### src/hw/rtl/scba_pkg.sv
// ----------------------------------------------------------------------------
// scba_pkg
// Shared types, codes and class table for the size-class block allocator.
// ----------------------------------------------------------------------------
`default_nettype none

package scba_pkg;

   localparam int NUM_CLASSES = 14;
   localparam int CLASS_W     = 4;
   localparam int SIZE_W      = 16;
   localparam int ADDR_W      = 17;
   localparam int SLOT_W      = 13;              // 16-byte slots in the address space
   localparam int LINK_W      = 14;              // slot+1, zero marks end of list
   localparam int SLOT_COUNT  = 1 << SLOT_W;
   localparam int CSLOT_W     = 6;               // class size in slots, max 40

   localparam logic [SIZE_W-1:0] MAX_CLASS_BYTES = 16'd640;

   // class sizes in 16-byte slots
   localparam logic [CSLOT_W-1:0] CLASS_SLOTS [NUM_CLASSES] = '{
      6'd1, 6'd2, 6'd4, 6'd6, 6'd8, 6'd10, 6'd12, 6'd14,
      6'd16, 6'd20, 6'd24, 6'd28, 6'd32, 6'd40
   };

   typedef enum logic [1:0] {
      REQ_ALLOC = 2'd0,
      REQ_FREE  = 2'd1,
      REQ_CLEAR = 2'd2,
      REQ_NONE  = 2'd3
   } req_kind_type;

   typedef enum logic [1:0] {
      ST_OK        = 2'd0,
      ST_ZERO_SIZE = 2'd1,
      ST_TOO_BIG   = 2'd2,
      ST_EXHAUSTED = 2'd3
   } status_type;

   typedef enum logic [2:0] {
      RES_ZERO,      // ok, address zero
      RES_SIZE_ERR,  // size status, address zero
      RES_EXHAUST,
      RES_POP,
      RES_CARVE
   } res_sel_type;

   typedef enum logic [3:0] {
      S_IDLE   = 4'b0001,
      S_DECODE = 4'b0010,
      S_POP    = 4'b0100,
      S_CARVE  = 4'b1000
   } state_type;

   typedef struct packed {
      logic        load;
      logic        pop_issue;
      logic        pop_done;
      logic        free_push;
      logic        clear_all;
      logic        carve_init;
      logic        carve_write;
      logic        finish;
      res_sel_type res_sel;
   } cmd_type;

   typedef struct packed {
      req_kind_type kind;
      logic         size_err;
      logic         head_empty;
      logic         no_chunk;
      logic         in_arena;
      logic         carve_last;
   } stat_type;

   // smallest class whose size fits, sizes in bytes
   function automatic logic [CLASS_W-1:0] class_of(input logic [SIZE_W-1:0] size);
      logic [CLASS_W-1:0] k;
      k = CLASS_W'(NUM_CLASSES - 1);
      for (int i = NUM_CLASSES - 1; i >= 0; i--) begin
         if (size <= {6'd0, CLASS_SLOTS[i], 4'd0})
            k = CLASS_W'(i);
      end
      return k;
   endfunction

endpackage

`default_nettype wire

### src/hw/rtl/scba_ctrl.sv
// ----------------------------------------------------------------------------
// scba_ctrl
// Request sequencer: decode, list pop, chunk carve walk, result strobe.
// ----------------------------------------------------------------------------
`default_nettype none

module scba_ctrl
   import scba_pkg::*;
(
   input  wire logic     clock,
   input  wire logic     reset,
   input  wire logic     start,
   output logic          busy,
   input  wire stat_type stat,
   output cmd_type       cmd
);

   state_type state_ff, state_in;

   always_comb begin
      state_in = state_ff;
      cmd      = '0;
      cmd.res_sel = RES_ZERO;
      unique case (state_ff)
         S_IDLE: begin
            if (start) begin
               cmd.load = 1'b1;
               state_in = S_DECODE;
            end
         end
         S_DECODE: begin
            state_in = S_IDLE;
            unique case (stat.kind)
               REQ_ALLOC: begin
                  if (stat.size_err) begin
                     cmd.finish  = 1'b1;
                     cmd.res_sel = RES_SIZE_ERR;
                  end else if (!stat.head_empty) begin
                     cmd.pop_issue = 1'b1;
                     state_in      = S_POP;
                  end else if (stat.no_chunk) begin
                     cmd.finish  = 1'b1;
                     cmd.res_sel = RES_EXHAUST;
                  end else begin
                     cmd.carve_init = 1'b1;
                     state_in       = S_CARVE;
                  end
               end
               REQ_FREE: begin
                  cmd.finish    = 1'b1;
                  cmd.res_sel   = stat.size_err ? RES_SIZE_ERR : RES_ZERO;
                  cmd.free_push = !stat.size_err && stat.in_arena;
               end
               REQ_CLEAR: begin
                  cmd.clear_all = 1'b1;
                  cmd.finish    = 1'b1;
               end
               default: begin
                  cmd.finish = 1'b1;
               end
            endcase
         end
         S_POP: begin
            cmd.pop_done = 1'b1;
            cmd.finish   = 1'b1;
            cmd.res_sel  = RES_POP;
            state_in     = S_IDLE;
         end
         S_CARVE: begin
            cmd.carve_write = 1'b1;
            if (stat.carve_last) begin
               cmd.finish  = 1'b1;
               cmd.res_sel = RES_CARVE;
               state_in    = S_IDLE;
            end
         end
         default: state_in = S_IDLE;
      endcase
   end

   always_ff @(posedge clock) begin
      if (reset)
         state_ff <= S_IDLE;
      else
         state_ff <= state_in;
   end

   assign busy = (state_ff != S_IDLE);

endmodule

`default_nettype wire

### config.mk
export PLATFORM = sky130hd
export DESIGN_NAME = scba_ctrl
export DESIGN_NICKNAME = d
export VERILOG_FILES = /design/src/hw/rtl/scba_pkg.sv /design/src/hw/rtl/scba_ctrl.sv
export SDC_FILE = /design/constraint.sdc
export NUM_CORES = 1
export LEC_CHECK = 0
export BUFFER_PORTS_ARGS = -buffer_cell sky130_fd_sc_hd__buf_2
export CORE_AREA = 5 5 42 44
export CTS_BUF_LIST = sky130_fd_sc_hd__clkbuf_8
export DETAILED_ROUTE_END_ITERATION = 7
export DIE_AREA = 0 0 47 49
export PLACE_DENSITY = 0.54
export SYNTH_ARGS = -nofsm -noshare
export SYNTH_HDL_FRONTEND = slang
export SYNTH_SLANG_ARGS = --single-unit
export TNS_END_PERCENT = 50
### constraint.sdc
create_clock -name clock -period 1.4 [get_ports clock]
set_input_delay 0.28 -clock clock [delete_from_list [all_inputs] [get_ports clock]]
set_output_delay 0.28 -clock clock [all_outputs]
set_load 0.02 [all_outputs]
; ---- After elaboration in Yosys (flattened, before gate mapping)
; Cells that the tools add are included.
[word_totals]
out_inout_bits = 12
wordCells = 44
input_bits = 10
reg_bits = 4
[op_classes]
reduce_logical = 4
eq_ne = 9
muxes = 30
[op_table]
columns = operator, count
row1 = 4-bit two-way mux, 10
row2 = 4-bit case mux with 3 select lines, 2
row3 = 1-bit two-way mux, 16
row4 = 3-bit case mux with 2 select lines, 1
row5 = 4-bit by 1-bit equality test with 1-bit output (second input constant), 1
row6 = 4-bit by 2-bit equality test with 1-bit output (second input constant), 1
row7 = 4-bit by 3-bit equality test with 1-bit output (second input constant), 1
row8 = 4-bit equality test (second input constant), 1
row9 = 2-bit != test (second input constant), 2
row10 = 4-bit by 1-bit != test with 1-bit output (second input constant), 1
row11 = 3-bit two-way mux, 1
row12 = 2-bit by 1-bit equality test with 1-bit output (second input constant), 1
row13 = 2-bit equality test (second input constant), 1
row14 = 2-bit logical NOT, 1
row15 = 2-bit AND reduction, 1
row16 = 1-bit logical AND, 1
row17 = 1-bit logical NOT, 1

; ---- Depth between registers and ports, before layout
; Gate-level depths: netlist of run 1.
[logic_depth]
ltp_word = 5
mapped_depth = 3
depth_no_buf = 3

; ---- Worst setup path before layout of run 1
; OpenSTA, ideal clock, no wires.
[synth_timing]
path_kind = register to output
from = reg state_ff[3]
to = out cmd[3] (netlist name)
path_buffers = 0
path_stages_with_launch = 4
arrival_time_ps = 1788
path_slack_ps = -668
t_required_ps = 1120
cell_sequence = dfxtp_1 -> nor4b_1 -> and2_1 -> or3_1
[synth_rtl]
columns = element, line
row1 = start: declaration, scba_ctrl.sv:18  ; state_type state_ff, state_in;
row2 = start signal: assignment, scba_ctrl.sv:85  ; state_ff <= state_in;
row3 = end: declaration, scba_ctrl.sv:15  ; output cmd_type cmd

==> results of run 1 <==
## report_power, final
part	internal, mW	switching [mW]
sequential	0.128	0.00826
combinational	0.124	0.107
clock	0.183	0.0566
## worst reg2reg max path: cells and delay by family, from the launching register on
kind | cells | cell delay (ns)
buf+inv | 6 | 0.72
simple gates | 3 | 0.51
flops | 1 | 0.32
## cells in the final DEF (no fill, tap or decap)
cell type | netlist | layout
clkbuf_8 | 0 | 3
nor4_4 | 0 | 1
o21ai_0 | 1 | 1
nor4b_4 | 0 | 3
a211oi_1 | 1 | 1
buf_12 | 0 | 1
inv_1 | 2 | 2
nand4b_1 | 1 | 1
o21bai_1 | 1 | 1
or4b_4 | 1 | 2
a311o_1 | 1 | 1
nand2_2 | 0 | 1
buf_4 | 0 | 18
nor3_1 | 2 | 2
nor2_1 | 4 | 3
or3_4 | 0 | 1
and2b_1 | 1 | 1
a21oi_2 | 0 | 1
a21o_1 | 1 | 1
nor3b_2 | 0 | 1
nand2_1 | 3 | 2
nand3_1 | 1 | 1
nor2_4 | 0 | 2
buf_6 | 0 | 9
nor3b_1 | 3 | 2
and2_4 | 0 | 1
buf_2 | 0 | 10
dfxtp_2 | 0 | 4
## cells by family after synthesis
group,count (synthesis),synth area share
AND/OR/NAND/NOR,24,0.563
AO/OA/AOI/OAI,6,0.143
buffers and inverters,2,0.0252
flip-flops,4,0.269
## Yosys cell counts (all sizes together)
cell    count  area (um2)
nor4        1        12.5
nor3        2        10.0
nor2        5        21.3
or3         1        6.26
o21ai       1        5.00
nand2       3        11.3
and2b       1        7.51
nor3b       3        22.5
o21bai      1        7.51
or4b        2        23.8
nor4b       3        32.5
a311o       1        10.0
a21oi       1        5.00
nand3       1        5.00
nand4b      1        8.76
dfxtp       4        80.1
inv         2        7.51
a211oi      1        7.51
a21o        1        7.51
and2        1        6.26
## layer usage
| metal | vias to the layer above | global-route usage |
|---|---|---|
| li1 | 221 | - |
| met1 | 188 | 0.114 |
| met2 | 16 | 0.172 |
| met3 | 3 | 0.0221 |
| met4 | 0 | 0.0829 |
| met5 | - | 0 |
## per-stage QoR
stage | power, mW | setup slack, ns | setup TNS, ns | instance area, um2
global placement | 0.313 | -0.206 | -1.30 | 572
detailed placement | 0.316 | -0.221 | -1.41 | 572
global route | 0.647 | -0.410 | -4.49 | 753
floorplan | 0.229 | -0.210 | -0.991 | 342
CTS | 0.596 | -0.381 | -3.72 | 709
finish | 0.606 | -0.376 | -3.61 | 753
## repair_timing
| action | in CTS | in global routing |
|---|---|---|
| gates resized for setup | 16 | 14 |
| buffers inserted | 4 | 0 |
| pin swaps | 7 | 5 |
| setup endpoints to repair | 14 | 15 |
## how the worst max path moves through the flow
stage                              from  endpoint  slack (ns)  depth (start not counted)
2_1_floorplan  state_ff[2]$_SDFFE_PP0P_    cmd[7]       -0.21                          2
3_3_place_gp   state_ff[2]$_SDFFE_PP0P_    cmd[7]       -0.21                          3
3_5_place_dp   state_ff[3]$_SDFFE_PP0P_    cmd[7]       -0.22                          3
4_1_cts        state_ff[0]$_SDFFE_PP1P_    cmd[7]       -0.38                          3
5_1_grt        state_ff[2]$_SDFFE_PP0P_    cmd[7]       -0.41                          3
6_report       state_ff[2]$_SDFFE_PP0P_    cmd[7]       -0.38                          3
## cell type report
type,instances,share of cell area
Inverter,2,0.00997
Timing Repair Buffer,38,0.407
Tap cell,16,0.0266
Clock buffer,3,0.0548
Sequential cell,4,0.113
Multi-Input combinational cell,30,0.389
==> impl_results.md, run 1 <==
- Total core area: 1400 um2
- H-tree depth: 1
- Crit start category: register
- Reg2reg start: state_ff[1]$_SDFFE_PP0P_
- Fin. Hold Viols: 0
- M1 wire length: 398 um
- # fillers: 143
- Die Y: a little under 50 um
- Final Hold Slack: 0.263 ns
- Biggest regs: state_ff: 4 flops
- Setup CP Type: reg2out
- Final setup violating endpoints: 15
- Drt total wl: roughly 1100 um
- Clk slew on worst S/H paths: 0.03 ns
- Starting density of the core: 0.213
- Initial antenna violation count: 0
- Number of cells after detailed placement: 87
- Row Count: 14
- Worst r2r dst: state_ff[2]$_SDFFE_PP0P_
- Minimum clock period: approximately 1.8 ns
- Critical path peak fanout: 4
- Top reg by flops: state_ff
- Worst Path Required: 1.12 ns
- Wire length per cell: 11.7 um
- Clock Tree Buf Depth: 2
- TritonCTS Buffers: 3
- First-pass iteration count of the detailed router: 2
- Detail Route met3 WL: ~90 um
- GRT Overall Usage: 0.107
- Root Buffer: clkbuf_8
- Ports: 22
- DR vias: 428
- Nets: 89
- Tightest Pin Transition: 0.323 ns
- Relative slew slack: 0.783
- Area Growth Syn to Fin: 153%
- DRC: 0
- First-pass GRT wire length: 1750 um
- Mean Syn Cell Area: 8.27 um2
- Max Cap Violations: 0
- Slew Viols, Final: 0
- Synthesis Warnings: 0
- Largest delay share family, worst path: simple AND/OR/NAND/NOR gates
- Final period util: 1.27
- Drt first-iter violations: 4
- GRT overflow: 0
- Synth Instances: 36
- Util after Layout: 0.538
- Hold Path End: state_ff[2]$_SDFFE_PP0P_
- P_leak: between 0.3 and 0.4 nW
- Die width: 47 um
- Die area: 2300 um2
- Critical path's slowest cell: or4b_4
- Yosys reg bits: 4
- Mapped Area: 298 um2
- Sequential cell area: 85.1 um2
- Non-filler cells, final: a little over 90
- Area of the multi-input gates: 293 um2
- Netlist cell types: 23
- Mapped Nets: 46
- Cells on worst reg2reg path: 9
- CP max stage delay: 0.58 ns
- Routed vias/inst: 4.60
- Largest net degree at the start of global routing: 7
- Ordered cell list for the critical path: or4b_4 -> nor4_4 -> buf_4
- Met2 WL post-DR: 569 um
- Status: finished with violations
- Max reg flops: 4
- Number of global-route vias before repair: 425
- VDD IR max: 0.490 mV
- CP arrival: 1.50 ns
- Clock skew: 0.00130 ns
- Worst min-delay path startpoint: reset
- Failing checks: negative setup slack
- CP bufs+invs: 1
- Clk Latency, worst-skew pair: 0.22 ns
- HPWL after DPL: 847 um
- Highest Clock Rate: 563 MHz
- Final ANT Viol Nets: 0
- Layout cell share with drive strength beyond 1: 0.753
- TritonCTS clock tree: done
- Placer Congestion: just over 0.7
- R2r setup slk: -0.23 ns
- Worst setup EP type: output port
- Hold Path Stages: 2
- Worst Hold Class: in2reg
- Setup slack after layout: -0.376 ns
- Sequential element share of the synthesized area: 0.269
- Clock sinks: 4
- CTS Hold Bufs: 0
- Port bufs: 21
- RSZ-0062 raised after global routing: true
- Diode count: 0
- DR top layer: met4
- Power Density: 805 nW/um2
Power figures use the tool's default switching activity.
==> run 2: changes to the inputs <==
Settings changed: CTS_BUF_LIST sky130_fd_sc_hd__clkbuf_8 to default, PLACE_DENSITY 0.54 to 0.53.
Clock period 1.4 ns to 1.99 ns, I/O delays scaled along.
==> run 2 against run 1 <==
Net effect:
- worst setup slack improved by 0.44 ns
- count of clock-buffer cells in the layout unchanged
- clock power decreased by 59%
- wire length decreased by 22%
- worst hold slack improved by 0.10 ns
- sequential power decreased by 24%
- the flow now finishes without violations
==> impl_results.md, run 2 (same netlist as run 1, synthesis figures left out) <==
- Most common cell after layout, fill and taps aside: buf_2
- Detail Route met3 WL: 59 um (-34%)
- Max reg flops: 4 (unchanged)
- GRT overflow: 0 (unchanged)
- Max Cap Violations: 0 (unchanged)
- DR vias: 371 (-13%)
- Port bufs: 21 (unchanged)
- Final period util: 0.968
- Biggest regs: state_ff: 4 flops
- Clk Latency, worst-skew pair: 0.23 ns (about the same)
- Die area: 2300 um2 (unchanged)
- Setup TNS: 0 ns (+3.61 ns)
- Die Y: 49 um (unchanged)
- Cells on worst reg2reg path: 2 (-7)
- RSZ-0062 raised after global routing: false
- Sequential cell area: 83.8 um2 (-1.5%)
- Overall Power: 290 uW (-52%)
- Relative slew slack: 0.768 (-0.0152)
- Final Cell Area: 490 um2 (-35%)
- Ordered cell list for the critical path: or4b_4 -> nor3b_1 -> buf_2
- Diode count: 0 (unchanged)
- Drt first-iter violations: 8 (+4)
- First-pass GRT wire length: 1390 um (-21%)
- GRT Overall Usage: 0.0810 (-0.0260)
- CP max stage delay: 0.58 ns (about the same)
- Worst setup EP type: output port
- Wire length per cell: 11.0 um (-5.9%)
- DRC: 0 (unchanged)
- Status: finished clean
- Non-filler cells, final: 77 (-17%)
- Hold Path Stages: 2 (unchanged)
- Number of cells after detailed placement: 74 (-15%)
- Setup CP Type: reg2out
- Clock sinks: 4 (unchanged)
- DR top layer: met3
- Critical path's slowest cell: or4b_4
- M1 wire length: 340 um (-15%)
- Routed vias/inst: 4.82 (+4.7%)
- VDD IR max: 0.277 mV (-43%)
- Largest net degree at the start of global routing: 8 (+1)
- Clock skew: 0.00257 ns (+0.00127 ns)
- H-tree depth: 1 (unchanged)
- Top reg by flops: state_ff
- Worst Path Required: 1.59 ns (+0.47 ns)
- Total setup buffers inserted after CTS: 0 (-4)
- Slew Viols, Final: 0 (unchanged)
- Clk slew on worst S/H paths: 0.04 ns (about the same)
- Clock Tree Buf Depth: 2 (unchanged)
- Final setup violating endpoints: 0 (-15)
- Number of global-route vias before repair: 341 (-20%)
- P_leak: 0.241 nW (-29%)
- Worst Hold Class: in2reg
- Area Growth Syn to Fin: 64.7%
- Drt total wl: 847 um (-22%)
- Critical path peak fanout: 6 (+2)
- # fillers: 158 (+10%)
- Layout cell share with drive strength beyond 1: 0.590 (-0.163)
- TritonCTS clock tree: done
- Power Density: 591 nW/um2 (-27%)
- Nets: 73 (-18%)
- Highest Clock Rate: about 520 MHz
- CP arrival: 1.53 ns (+0.03 ns)
- Initial antenna violation count: 0 (unchanged)
- Area after DPL: 443 um2 (-23%)
- Setup slack after layout: 0.0629 ns (+0.439 ns)
- Placer Congestion: 0.658 (-9.0%)
- Total core area: 1400 um2 (unchanged)
- Starting density of the core: 0.213 (unchanged)
- First-pass iteration count of the detailed router: 4 (+2)
- Tightest Pin Transition: 0.347 ns (+0.0232 ns)
- Met2 WL post-DR: 447 um (-21%)
- Ports: 22 (unchanged)
- DP Worst Slack: 0.203 ns (+0.423 ns)
- HPWL after DPL: 691 um (-18%)
- Crit start category: register
- Root Buffer: clkbuf_4
- Die width: 47 um (unchanged)
- Final ANT Viol Nets: 0 (unchanged)
- TritonCTS Buffers: 3 (unchanged)
- Row Count: 14 (unchanged)
- Commonest non-fill, non-tap cells in the layout: 19 x buf_2, 4 x nor2_1
- Area of the multi-input gates: 239 um2 (-18%)
- Minimum clock period: 1.93 ns
- Fin. Hold Viols: 0 (unchanged)
-- run 2: cell count changes in the layout (fill, tap and decap cells not counted), sizes merged --
cell  before  now
buf       38   22
-- run 2: layer usage --
| metal | GRT usage | up-vias |
|---|---|---|
| met5 | 0 | - |
| met3 | 0.0258 | 0 |
| li1 | - | 189 |
| met4 | 0.0553 | 0 |
| met1 | 0.0967 | 172 |
| met2 | 0.118 | 10 |
-- run 2: final cells by class --
class	instances	share of cell area
multi-input cells	30	0.487
repair buffers	22	0.240
flip-flops and latches	4	0.171
clock buffers	3	0.0459
well taps	16	0.0408
inverters	2	0.0153
-- run 2: timing repair --
action / in CTS / in global routing
endpoints found under the setup margin: 4 / 4
pin swaps: 0 / 2
hold buffers: 0 / 0
gates resized for setup: 2 / 6
-- run 2: through the flow --
stage,utilization,hold slack (ns)
after global placement,0.316,0.611
final,0.350,0.364
after global routing,0.350,0.364
after floorplan,-,0.471
after detailed placement,0.316,0.615
after CTS,0.336,0.361
-- run 2: worst max-delay path, delay by kind of cell, from the launching register on --
family,cells,cell delay (ns)
simple gates,2,0.76
flops,1,0.34
buf+inv,1,0.19
-- run 2: final timing paths --
| kind | start | endpoint | slack (ns) |
|---|---|---|---|
| setup / recovery | state_ff[2]$_SDFFE_PP0P_ | cmd[6] | 0.06 |
| hold / removal | reset | state_ff[3]$_SDFFE_PP0P_ | 0.36 |
| setup reg to reg | state_ff[0]$_SDFFE_PP1P_ | state_ff[0]$_SDFFE_PP1P_ | 0.60 |
| hold reg to reg | state_ff[1]$_SDFFE_PP0P_ | state_ff[3]$_SDFFE_PP0P_ | 0.65 |
-- run 2: report_power, final --
part           switching [mW]  internal (mW)  total [mW]
Clock                  0.0320         0.0674      0.0994
Combinational          0.0466         0.0403      0.0869
Sequential             0.0143         0.0891       0.103
==> run 3: changes to the inputs <==
Settings changed: CELL_PAD_IN_SITES_DETAIL_PLACEMENT from default to 2, CELL_PAD_IN_SITES_GLOBAL_PLACEMENT from default to 2, CORE_AREA 5 5 42 44 to default, CORE_MARGIN from default to 5, CORE_UTILIZATION from default to 18, DIE_AREA 0 0 47 49 to default, PLACE_DENSITY 0.53 to 0.75.
==> run 3 against run 2 <==
Net effect:
- non-clock buffer count rose by 1
- combinational power grew 15%
- maximum frequency shrank 1.5%
- core utilization decreased by 1.4 points
- sequential cell count stayed put
- via count is 1.6% higher
- critical path type unchanged
- critical endpoint is now cmd[3]
- largest cell class unchanged
- highest routed layer is now met4
==> impl_results.md, run 3 (same netlist as run 1, synthesis figures left out) <==
- Status: finished clean
- Worst Path Required: 1.59 ns (about the same)
- CP Capture Point: cmd[3]
- Top reg by flops: state_ff
- First-pass GRT wire length: 1770 um (+28%)
- DP Worst Slack: 0.190 ns (-0.0128 ns)
- Switching Share: 0.333 (+0.0127)
- Critical path's slowest cell: or4b_4
- Cells on worst reg2reg path: 3 (+1)
- Power Density: 583 nW/um2 (-1.2%)
- Worst Hold Class: in2reg
- GRT overflow: 0 (unchanged)
- Comb power frac: 0.330 (+0.030)
- GRT Overall Usage: 0.0894 (+0.00846)
- Clk pwr share: 0.334 (-0.009)
- Max reg flops: 4 (unchanged)
- Fin. Hold Viols: 0 (unchanged)
- Wire length per cell: 14.0 um (+28%)
- Initial antenna violation count: 0 (unchanged)
- Area Growth Syn to Fin: 73.9%
- Clock Tree Buf Depth: 2 (unchanged)
- Sw power: 101 uW (+8.4%)
- RSZ-0062 raised after global routing: true
- # fillers: 186 (+18%)
- Diode count: 0 (unchanged)
- Most common cell after layout, fill and taps aside: buf_2
- Highest Clock Rate: 511 MHz (-1.5%)
- Die Y: 50.7 um (+3.4%)
- Biggest regs: state_ff: 4 flops
- Commonest non-fill, non-tap cells in the layout: 18 x buf_2, 5 x buf_4, 3 x nor2_1, 3 x clkbuf_4
- Crit. Startpoint: state_ff[2]$_SDFFE_PP0P_
- Setup TNS: 0 ns (unchanged)
- Hold Path Stages: 2 (unchanged)
- Die width: 50.7 um (+7.8%)
- Clk Latency, worst-skew pair: 0.24 ns (about the same)
- Drt total wl: 1090 um (+29%)
- Relative slew slack: 0.749 (-0.0191)
- Final ANT Viol Nets: 0 (unchanged)
- Worst setup EP type: output port
- CP max stage delay: 0.57 ns (about the same)
- Reg2reg start: state_ff[3]$_SDFFE_PP0P_
- Clock skew: 0.00105 ns (-0.00152 ns)
- Final Hold Slack: 0.361 ns (-0.00250 ns)
- Drt first-iter violations: 4 (-4)
- Final setup violating endpoints: 0 (unchanged)
- Ports: 22 (unchanged)
- Crit start category: register
- Largest net degree at the start of global routing: 8 (unchanged)
- Row Count: 14 (unchanged)
- Clk slew on worst S/H paths: 0.04 ns (about the same)
- TritonCTS clock tree: done
- Routed vias/inst: 4.83 (+0.31%)
- P_leak: 0.250 nW (+3.8%)
- Critical path peak fanout: 6 (unchanged)
- Worst r2r dst: state_ff[0]$_SDFFE_PP1P_
- Port bufs: 21 (unchanged)
- DR vias: 377 (+1.6%)
- Total setup buffers inserted after CTS: 0 (unchanged)
- Slew Viols, Final: 0 (unchanged)
- First-pass iteration count of the detailed router: 3 (-1)
- H-tree depth: 1 (unchanged)
- Internal Power: 201 uW (+2.4%)
- Placer Congestion: 0.740 (+13%)
- VDD IR max: 0.261 mV (-6.0%)
- Setup CP Type: reg2out
- Setup slack after layout: 0.0327 ns (-0.0302 ns)
- DRC: 0 (unchanged)
- Number of global-route vias before repair: 389 (+14%)
- Max Cap Violations: 0 (unchanged)
- Layout cell share with drive strength beyond 1: 0.629 (+0.0389)
- Die area: 2570 um2 (+12%)
- Overall Power: 302 uW (+4.3%)
- CP arrival: 1.56 ns (+0.03 ns)
- Starting density of the core: 0.193 (-0.0193)
- Ordered cell list for the critical path: or4b_4 -> a21oi_1 -> or3_1 -> buf_4
- HPWL after DPL: 933 um (+35%)
- Root Buffer: clkbuf_4
- TritonCTS Buffers: 3 (unchanged)
- Nets: 74 (+1.4%)
- Final period util: 0.984 (+0.0152)
- Tightest Pin Transition: 0.373 ns (+0.0267 ns)
- Clock sinks: 4 (unchanged)
- Worst min-delay path startpoint: stat[3]
- Minimum clock period: 1.96 ns (+0.0302 ns)
- Total core area: 1540 um2 (+10%)
- R2r setup slk: 0.54 ns (-0.06 ns)
- Sequential Power Share: 0.336 (-0.021)
- CTS Hold Bufs: 0 (unchanged)
run 3: cell types whose count changed in the layout (fill, tap and decap cells not counted), sizes merged:
| cell | previous run | this run |
|---|---|---|
| buf | 22 | 23 |
run 3: how the worst min path moves through the flow:
stage                               end
2_1_floorplan  state_ff[3]$_SDFFE_PP0P_
4_1_cts        state_ff[2]$_SDFFE_PP0P_
3_5_place_dp   state_ff[3]$_SDFFE_PP0P_
3_3_place_gp   state_ff[3]$_SDFFE_PP0P_
6_report       state_ff[2]$_SDFFE_PP0P_
5_1_grt        state_ff[3]$_SDFFE_PP0P_
run 3: per-layer routing:
layer / track usage / wire [um] / vias up
li1: - / - / 191
met3: 0.0237 / 54 / 3
met1: 0.119 / 498 / 172
met4: 0.0511 / 16 / 0
met2: 0.128 / 524 / 11
met5: 0 / 0 / -
run 3: final cells by class:
cell class / count / area (um2) / area share
Multi-Input combinational cell: 30 / 254 / 0.490
Sequential cell: 4 / 86.3 / 0.167
Clock buffer: 3 / 22.5 / 0.0435
Inverter: 2 / 7.51 / 0.0145
Tap cell: 16 / 20.0 / 0.0386
Timing Repair Buffer: 23 / 128 / 0.246
run 3: repair_timing:
action | in CTS | in global routing
gates cloned | 0 | 0
pin swaps | 0 | 1
gates resized for setup | 3 | 10
endpoints found under the setup margin | 4 | 7
run 3: per-stage QoR:
step | instances | instance area (um2) | util
2_1_floorplan | 36 | 310 | -
3_3_place_gp | 75 | 450 | 0.292
3_5_place_dp | 75 | 450 | 0.292
4_1_cts | 78 | 479 | 0.311
5_1_grt | 78 | 518 | 0.336
6_report | 78 | 518 | 0.336
run 3: power groups by stage:
stage | Sequential (mW) | Combinational, mW | Clock (mW)
after detailed placement | 0.102 | 0.0926 | 0
after floorplan | 0.100 | 0.0538 | 0
after global placement | 0.101 | 0.0901 | 0
after CTS | 0.101 | 0.0937 | 0.106
final | 0.102 | 0.0996 | 0.101
after global routing | 0.103 | 0.108 | 0.111
run 3: worst max-delay path, delay by kind of cell, from the launching register on:
| family | cells | cell delay [ns] |
|---|---|---|
| and+or+nand+nor | 2 | 0.69 |
| AOI/OAI and AO/OA | 1 | 0.14 |
| buffers and inverters | 1 | 0.13 |
| DFF | 1 | 0.36 |
